`config.mk`:
```
export PLATFORM = sky130hd
export DESIGN_NAME = integer_to_ascii_radix
export DESIGN_NICKNAME = d
export VERILOG_FILES = /design/src/rtl/itoa_pkg.sv /design/src/rtl/itoa_div.sv /design/src/rtl/integer_to_ascii_radix.sv
export SDC_FILE = /design/constraint.sdc
export NUM_CORES = 1
export LEC_CHECK = 0
export CAP_MARGIN = 10
export CELL_PAD_IN_SITES_DETAIL_PLACEMENT = 1
export CELL_PAD_IN_SITES_GLOBAL_PLACEMENT = 1
export CORE_MARGIN = 4
export CORE_UTILIZATION = 26
export CTS_CLUSTER_DIAMETER = 120
export DETAILED_ROUTE_END_ITERATION = 6
export DONT_BUFFER_PORTS = 1
export PLACE_DENSITY = 0.49
export REMOVE_ABC_BUFFERS = 1
export SLEW_MARGIN = 20
export SYNTH_ARGS = -nofsm -noshare
export SYNTH_HDL_FRONTEND = slang
export SYNTH_SLANG_ARGS = --single-unit
export TNS_END_PERCENT = 5
```
`constraint.sdc`:
```
create_clock -name i_clk -period 4.65 [get_ports i_clk]
set_input_delay 0.2325 -clock i_clk [delete_from_list [all_inputs] [get_ports i_clk]]
set_output_delay 0.2325 -clock i_clk [all_outputs]
set_load 0.05 [all_outputs]
```
`src/rtl/itoa_pkg.sv`:
```
// Package for the integer to ASCII radix converter.
// Holds the word size, character codes and the digit glyph function.
// No dependencies.
`default_nettype none

package itoa_pkg;

    localparam int WORD_BITS = 32;
    localparam int CNT_W = $clog2(WORD_BITS);
    localparam int RADIX_W = 6;
    localparam int CHAR_W = 7;

    localparam logic [RADIX_W-1:0] RADIX_MIN = RADIX_W'(2);
    localparam logic [RADIX_W-1:0] RADIX_MAX = RADIX_W'(36);
    localparam logic [RADIX_W-1:0] RADIX_DEC = RADIX_W'(10);

    localparam logic [CHAR_W-1:0] CHAR_MINUS = 7'h2D;
    localparam logic [CHAR_W-1:0] CHAR_ZERO = 7'h30;
    localparam logic [CHAR_W-1:0] CHAR_NUL = 7'h00;
    localparam logic [CHAR_W-1:0] CHAR_ALPHA_BASE = 7'h57;

    typedef struct packed {
        logic busy;
        logic done;
    } t_div_stat;

    function automatic logic [CHAR_W-1:0] digit_glyph(input logic [RADIX_W-1:0] d);
        logic [CHAR_W-1:0] d_ext;
        d_ext = CHAR_W'(d);
        if (d < RADIX_W'(10)) begin
            digit_glyph = CHAR_ZERO + d_ext;
        end else begin
            digit_glyph = CHAR_ALPHA_BASE + d_ext;
        end
    endfunction

endpackage

`default_nettype wire

```
`src/rtl/itoa_div.sv`:
```
// Bit-serial restoring divider for the integer to ASCII radix converter.
// Divides a word by a small radix, one quotient bit per cycle.
// Depends on itoa_pkg.
`default_nettype none

module itoa_div (
    input  wire logic                           i_clk,
    input  wire logic                           i_rst_n,
    input  wire logic                           i_start,
    input  wire logic [itoa_pkg::WORD_BITS-1:0] i_dividend,
    input  wire logic [itoa_pkg::RADIX_W-1:0]   i_divisor,
    output itoa_pkg::t_div_stat                 o_stat,
    output logic [itoa_pkg::WORD_BITS-1:0]      o_quotient,
    output logic [itoa_pkg::RADIX_W-1:0]        o_remainder
);
    import itoa_pkg::*;

    logic [WORD_BITS-1:0] r_work;
    logic [RADIX_W-1:0]   r_rem;
    logic [CNT_W-1:0]     r_cnt;
    logic                 r_busy;
    logic                 r_done;

    logic [RADIX_W:0]     w_trial;
    logic [RADIX_W:0]     w_diff;
    logic                 w_ge;

    assign w_trial = {r_rem, r_work[WORD_BITS-1]};
    assign w_ge = w_trial >= {1'b0, i_divisor};
    assign w_diff = w_trial - {1'b0, i_divisor};

    always_ff @(posedge i_clk) begin
        if (!i_rst_n) begin
            r_busy <= 1'b0;
            r_done <= 1'b0;
            r_cnt <= '0;
        end else begin
            if (i_start) begin
                r_busy <= 1'b1;
                r_done <= 1'b0;
                r_cnt <= '0;
            end else if (r_busy) begin
                r_cnt <= r_cnt + 1'b1;
                r_busy <= (r_cnt != CNT_W'(WORD_BITS - 1));
                r_done <= (r_cnt == CNT_W'(WORD_BITS - 1));
            end else begin
                r_done <= 1'b0;
            end
        end
    end

    always_ff @(posedge i_clk) begin
        if (i_start) begin
            r_work <= i_dividend;
            r_rem <= '0;
        end else if (r_busy) begin
            r_work <= {r_work[WORD_BITS-2:0], w_ge};
            r_rem <= w_ge ? w_diff[RADIX_W-1:0] : w_trial[RADIX_W-1:0];
        end
    end

    assign o_stat = '{busy: r_busy, done: r_done};
    assign o_quotient = r_work;
    assign o_remainder = r_rem;

    a_rem_below_divisor: assert property (@(posedge i_clk) disable iff (!i_rst_n)
        r_done |-> (r_rem < i_divisor))
        else $error("Remainder is not below the divisor.");

    a_start_sets_busy: assert property (@(posedge i_clk) disable iff (!i_rst_n)
        i_start |=> r_busy)
        else $error("Divider did not start.");

    a_done_not_busy: assert property (@(posedge i_clk) disable iff (!i_rst_n)
        r_done |-> !r_busy)
        else $error("Divider reports done while busy.");

endmodule

`default_nettype wire

```
`src/rtl/integer_to_ascii_radix.sv`:
```
// Top level of the integer to ASCII radix converter.
// Converts a signed word to its text in radix 2 to 36, one character per transfer.
// Depends on itoa_pkg and itoa_div.
//
// Each input transfer carries a 32-bit signed value and a radix. The block
// emits the ASCII text most significant digit first, lower-case letters for
// digits above 9, with tlast on the final character. A negative value gets a
// leading minus sign in radix 10 only; in other radices the digits of the
// magnitude are sent. An invalid radix yields one transfer with character 0,
// tlast and tuser set. Digits are produced by one shared bit-serial divider:
// each digit takes a divider start, the divide steps and a store, and each
// output character is then read from the digit memory before it is emitted.
// The input is not ready until the conversion has ended.
`default_nettype none

module integer_to_ascii_radix (
    input  wire logic        i_clk,
    input  wire logic        i_rst_n,
    input  wire logic        i_s_axis_tvalid,
    output logic             o_s_axis_tready,
    input  wire logic [39:0] i_s_axis_tdata,   // value[31:0], radix[37:32], zero pad
    output logic             o_m_axis_tvalid,
    input  wire logic        i_m_axis_tready,
    output logic [7:0]       o_m_axis_tdata,   // character[6:0], zero pad
    output logic             o_m_axis_tlast,
    output logic [0:0]       o_m_axis_tuser    // bad_radix[0]
);
    import itoa_pkg::*;

    localparam logic [2:0] S_IDLE  = 3'd0;
    localparam logic [2:0] S_LOAD  = 3'd1;
    localparam logic [2:0] S_DIV   = 3'd2;
    localparam logic [2:0] S_MINUS = 3'd3;
    localparam logic [2:0] S_RD    = 3'd4;
    localparam logic [2:0] S_EMIT  = 3'd5;
    localparam logic [2:0] S_BAD   = 3'd6;

    logic [2:0]           r_state;
    logic [2:0]           n_state;
    logic [WORD_BITS-1:0] r_mag;
    logic [RADIX_W-1:0]   r_radix;
    logic                 r_minus;
    logic [CNT_W:0]       r_cnt;

    logic [RADIX_W-1:0]   r_digit_mem [WORD_BITS];
    logic [RADIX_W-1:0]   r_rd_data;

    logic                 r_out_valid;
    logic [CHAR_W-1:0]    r_out_char;
    logic                 r_out_last;
    logic                 r_out_bad;

    logic                 w_accept;
    logic                 w_slot_free;
    logic [WORD_BITS-1:0] w_in_value;
    logic [RADIX_W-1:0]   w_in_radix;
    logic                 w_radix_ok;
    logic                 w_negative;
    logic                 w_div_start;
    logic                 w_store;
    logic                 w_digits_done;
    logic [CNT_W-1:0]     w_rd_addr;
    t_div_stat            w_div_stat;
    logic [WORD_BITS-1:0] w_quotient;
    logic [RADIX_W-1:0]   w_remainder;

    assign w_in_value = i_s_axis_tdata[WORD_BITS-1:0];
    assign w_in_radix = i_s_axis_tdata[WORD_BITS +: RADIX_W];
    assign w_radix_ok = (w_in_radix >= RADIX_MIN) && (w_in_radix <= RADIX_MAX);
    assign w_negative = w_in_value[WORD_BITS-1];

    assign o_s_axis_tready = (r_state == S_IDLE);
    assign w_accept = i_s_axis_tvalid && o_s_axis_tready;
    assign w_slot_free = !r_out_valid || i_m_axis_tready;

    assign w_div_start = (r_state == S_LOAD);
    assign w_store = (r_state == S_DIV) && w_div_stat.done;
    assign w_digits_done = (w_quotient == '0) || (r_cnt == (CNT_W + 1)'(WORD_BITS - 1));
    assign w_rd_addr = r_cnt[CNT_W-1:0] - 1'b1;

    itoa_div u_div (
        .i_clk       (i_clk),
        .i_rst_n     (i_rst_n),
        .i_start     (w_div_start),
        .i_dividend  (r_mag),
        .i_divisor   (r_radix),
        .o_stat      (w_div_stat),
        .o_quotient  (w_quotient),
        .o_remainder (w_remainder)
    );

    always_comb begin
        n_state = r_state;
        unique case (r_state)
            S_IDLE: begin
                if (w_accept) begin
                    n_state = w_radix_ok ? S_LOAD : S_BAD;
                end
            end
            S_LOAD: begin
                n_state = S_DIV;
            end
            S_DIV: begin
                if (w_div_stat.done) begin
                    if (!w_digits_done) begin
                        n_state = S_LOAD;
                    end else if (r_minus) begin
                        n_state = S_MINUS;
                    end else begin
                        n_state = S_RD;
                    end
                end
            end
            S_MINUS: begin
                if (w_slot_free) begin
                    n_state = S_RD;
                end
            end
            S_RD: begin
                n_state = S_EMIT;
            end
            S_EMIT: begin
                if (w_slot_free) begin
                    n_state = (r_cnt == (CNT_W + 1)'(1)) ? S_IDLE : S_RD;
                end
            end
            S_BAD: begin
                if (w_slot_free) begin
                    n_state = S_IDLE;
                end
            end
            default: begin
                n_state = S_IDLE;
            end
        endcase
    end

    always_ff @(posedge i_clk) begin
        if (!i_rst_n) begin
            r_state <= S_IDLE;
            r_cnt <= '0;
            r_minus <= 1'b0;
            r_out_valid <= 1'b0;
        end else begin
            r_state <= n_state;
            if (w_accept) begin
                r_cnt <= '0;
                r_minus <= w_negative && (w_in_radix == RADIX_DEC);
            end
            if (w_store) begin
                r_cnt <= r_cnt + 1'b1;
            end
            if (w_slot_free) begin
                r_out_valid <= (r_state == S_MINUS || r_state == S_EMIT ||
                                r_state == S_BAD);
                if (r_state == S_MINUS) begin
                    r_minus <= 1'b0;
                end
                if (r_state == S_EMIT) begin
                    r_cnt <= r_cnt - 1'b1;
                end
            end
        end
    end

    always_ff @(posedge i_clk) begin
        if (w_accept) begin
            r_mag <= w_negative ? (~w_in_value + 1'b1) : w_in_value;
            r_radix <= w_in_radix;
        end else if (w_store) begin
            r_mag <= w_quotient;
        end
        if (w_slot_free) begin
            unique case (r_state)
                S_MINUS: begin
                    r_out_char <= CHAR_MINUS;
                    r_out_last <= 1'b0;
                    r_out_bad <= 1'b0;
                end
                S_EMIT: begin
                    r_out_char <= digit_glyph(r_rd_data);
                    r_out_last <= (r_cnt == (CNT_W + 1)'(1));
                    r_out_bad <= 1'b0;
                end
                S_BAD: begin
                    r_out_char <= CHAR_NUL;
                    r_out_last <= 1'b1;
                    r_out_bad <= 1'b1;
                end
                default: begin
                end
            endcase
        end
    end

    always_ff @(posedge i_clk) begin
        if (w_store) begin
            r_digit_mem[r_cnt[CNT_W-1:0]] <= w_remainder;
        end
        r_rd_data <= r_digit_mem[w_rd_addr];
    end

    assign o_m_axis_tvalid = r_out_valid;
    assign o_m_axis_tdata = {1'b0, r_out_char};
    assign o_m_axis_tlast = r_out_last;
    assign o_m_axis_tuser = r_out_bad;

    a_bad_is_last: assert property (@(posedge i_clk) disable iff (!i_rst_n)
        (o_m_axis_tvalid && o_m_axis_tuser[0]) |-> o_m_axis_tlast)
        else $error("Bad radix transfer is not marked last.");

    a_cnt_in_range: assert property (@(posedge i_clk) disable iff (!i_rst_n)
        r_cnt <= (CNT_W + 1)'(WORD_BITS))
        else $error("Digit count exceeds the word size.");

    a_done_in_div: assert property (@(posedge i_clk) disable iff (!i_rst_n)
        w_div_stat.done |-> (r_state == S_DIV))
        else $error("Divider finished outside the divide state.");

    a_busy_after_accept: assert property (@(posedge i_clk) disable iff (!i_rst_n)
        w_accept |=> !o_s_axis_tready)
        else $error("Input ready right after a transfer.");

endmodule

`default_nettype wire

```
==> flow_summary.rst <==
.. list-table::
   :header-rows: 1

   * - Metric
     - Value
   * - Setup repair after global routing missed its margin
     - false
   * - Mapped Cells
     - 959
   * - Met2 Routed Length
     - 16,400 µm
   * - Number of resized instances in the post-cts repair step
     - 0
   * - TritonCTS clock tree
     - built
   * - Via count of the first global-routing pass
     - 8,577
   * - # setup viols final
     - 0
   * - Worst Clk Skew
     - 0.0218 ns
   * - Via count
     - 7,909
   * - Power consumption
     - 8.91 mW
   * - Antenna Diode Count
     - 0
   * - Final instance area
     - 15,700 µm²
   * - Die Height
     - 235 µm
   * - Top flip-flop cell by instance count after synthesis
     - sky130_fd_sc_hd__edfxtp_1
   * - Aggregate global-route resource usage
     - 0.122
   * - Share of flip-flops with an asynchronous set or reset
     - 0
   * - Critical path buffer and inverter count
     - 2
   * - Data required, critical path
     - 5.06 ns
   * - Detailed Route WL
     - 33,900 µm
   * - ANT nets after route
     - 0
   * - Number of enable flip-flop cells after synthesis
     - 271
   * - Worst supply voltage drop on vdd
     - 224 µV
   * - Area added between synthesis and finish
     - 17.3%
   * - Routability congestion estimate
     - 0.745
   * - Clock slew at reported path FFs
     - 0.06 ns
   * - Worst hold slack
     - 0.0140 ns
   * - Fill cell count
     - 5,353
   * - CTS root buffer
     - sky130_fd_sc_hd__clkbuf_16
   * - Critical Path Fanout Max
     - 25
   * - IO buf count
     - 0
   * - Part of the Yosys area used for sequential elements
     - 0.652
   * - Capturing element type of the critical path
     - flip-flop
   * - Most common cell after layout, fill and taps aside
     - sky130_fd_sc_hd__edfxtp_1
   * - Class of the most critical hold timing path
     - in2reg
   * - Total met3 wirelength after detailed routing
     - 978 µm
   * - Cell family with the largest share of critical-path delay
     - adder cells
   * - Critical path startpoint category
     - flip-flop
   * - Worst path max stage delay
     - 0.85 ns
   * - CTS sink count
     - 301
   * - Reported leakage power
     - 5.28 nW
   * - Count of pins over their slew limit
     - 0
   * - Instance area at placement
     - 14,200 µm²
   * - Highest-count cells in the layout ignoring fill and taps
     - sky130_fd_sc_hd__edfxtp_1 (271), sky130_fd_sc_hd__nand2_1 (156), sky130_fd_sc_hd__nor2_1 (61), sky130_fd_sc_hd__mux4_2 (54), sky130_fd_sc_hd__o21ai_0 (49)
   * - Synth Warn #
     - 0
   * - Most numerous cell on the critical path
     - sky130_fd_sc_hd__mux4_2
   * - Largest net degree at the start of global routing
     - 69
   * - Flip-flop and latch count after synthesis
     - 301
   * - Area of the die
     - 55,200 µm²
   * - Power density cells
     - 567 nW/µm²
   * - Detailed-routing wirelength on met1
     - 15,800 µm
   * - Area of the mapped netlist
     - 13,400 µm²
   * - Worst-Margin Slew
     - 0.997 ns
   * - Starting density of the core
     - 0.265
   * - Crit path kind
     - reg2reg
   * - Share of the cycle needed by the critical path after routing
     - 0.676
   * - Wire length of the first global-routing pass
     - 53,000 µm
   * - Count of nets after finishing
     - 1,060
   * - Router iterations before antenna repair
     - 4
   * - Worst-skew pair later-pin latency
     - 0.54 ns
   * - Max Used Layer
     - met4
   * - Horizontal die dimension
     - 235 µm
   * - Data arrival at the endpoint of the critical path
     - 3.56 ns
   * - Final setup slack of the worst path
     - 1.50 ns
   * - Maximum buffer depth of the clock tree
     - 3
   * - Wire length per cell after detailed routing
     - 19.9 µm
   * - Inserted Clock Buffers
     - 36
   * - Finished Layout Cells
     - 1,697
   * - Number of DRC markers in iteration 0
     - 481
   * - Total placed cells including tap cells
     - 1,599
   * - Post-Place Setup Slack
     - 1.40 ns
   * - Max_slew headroom
     - 0.335
   * - Number of antenna violations at the first check in global routing
     - 0
   * - Library cell contributing the largest single delay on the critical path
     - sky130_fd_sc_hd__ha_2
   * - Count of max-cap constraint violations
     - 0
   * - DP Wirelength
     - 21,400 µm
   * - Fraction of final layout cells with drive strength greater than 1
     - 0.141
   * - Result of the run
     - complete, no violations
   * - Level count of the clock H-tree
     - 2
   * - Per-instance average area after synthesis
     - 14.0 µm²
   * - Vias per std cell
     - 4.66
   * - Highest achievable clock rate
     - 318 MHz
   * - Count of standard-cell rows
     - 82
   * - Count of endpoints failing hold in the final timing report
     - 0
   * - Final critical path time including I/O delays and setup
     - 3.15 ns
   * - Final global-route overflow total
     - 0
   * - IO Pins
     - 56
   * - Final routed DRC violation total
     - 0
   * - Critical Path, Cell by Cell
     - inv_1, ha_2, buf_4, mux4_2, mux4_2, a21o_1
   * - Setup Buffers After CTS
     - 0
   * - Distinct cell type count of the synthesized netlist
     - 63
   * - Core area
     - 50,600 µm²
## what timing repair did
item,CTS,global route
endpoints found under the hold margin,46,0
endpoints found under the setup margin,0,0
hold buffers,32,0
## final cells by class
cell class	count	area, µm²	share of cell area
inverter	23	86.3	0.00549
clock inverter	18	230	0.0147
tap	672	841	0.0535
multi-input combinational	588	4390	0.279
sequential	301	8740	0.556
clock buffer	48	996	0.0634
timing repair buffer	47	433	0.0275
## metrics by stage
step	TNS, ns	util
floorplan	-2.67	-
detailed placement	0	0.280
CTS	0	0.311
global route	0	0.311
global placement	0	0.280
finish	0	0.311
## kinds of logic after synthesis
group           after synthesis  synth area share
simple gates                308             0.105
flops                       301             0.652
compound gates              148            0.0712
buf+inv                      70            0.0220
mux                          69             0.102
xor+xnor                     43            0.0287
fa+ha+maj                    19            0.0183
other cells                   1          0.000280
## power breakdown
part | leakage, nW | switching [mW] | internal, mW
Combinational | 1.95 | 1.37 | 0.759
Sequential | 2.73 | 0.278 | 3.60
Clock | 0.597 | 1.15 | 1.75
## state kept, by name (all words and copies together), names as in the netlist, 3 cells and up
name and flops:
r_cnt 6, r_digit_mem 192, r_mag 32, r_out_char 7, r_radix 6, r_rd_data 6
r_state 3, u_div.o_quotient 32, u_div.o_remainder 6, u_div.r_cnt 5
## final timing paths
check	from	to	slack, ns	cells past startpoint
min	i_s_axis_tdata[8]	r_mag[8]	0.01	2
max	r_cnt[0]	r_rd_data[0]	1.50	6
max reg2reg	r_cnt[0]	r_rd_data[0]	1.50	6
min reg2reg	r_minus	r_state[1]	0.50	2
## routing by layer
| layer | up-vias | GRT usage |
|---|---|---|
| li1 | 3723 | - |
| met1 | 4039 | 0.168 |
| met2 | 102 | 0.202 |
| met3 | 45 | 0.0193 |
| met4 | 0 | 0.0303 |
| met5 | - | 0 |
## Yosys cell counts (all sizes together) (2+ instances only)
master,n,area (µm²)
dfxtp,30,601
edfxtp,271,8140
nor2,61,229
a31oi,8,50.1
o22ai,8,50.1
or3b,3,26.3
ha,18,225
o31ai,9,77.6
nand2,157,589
xor2,35,307
a21oi,17,85.1
and3,4,25.0
nor2b,2,12.5
o21ai,61,305
or3,4,25.0
a221oi,2,17.5
mux4,54,1220
o211ai,2,15.0
xnor2,8,77.6
inv,23,86.3
nand3b,9,67.6
nand3,19,95.1
nand2b,6,37.5
nor4b,2,17.5
nor3b,2,15.0
nor3,9,45.0
o21a,4,30.0
o211a,2,20.0
mux2i,15,150
a21boi,2,15.0
or4,4,30.0
o41ai,10,103
clkbuf,33,124
a211oi,4,30.0
nor4,11,83.8
buf,14,85.1
or2,4,25.0
nand4,7,43.8
o31a,2,17.5
a21o,9,67.6
(Power assumes the default switching activity.)
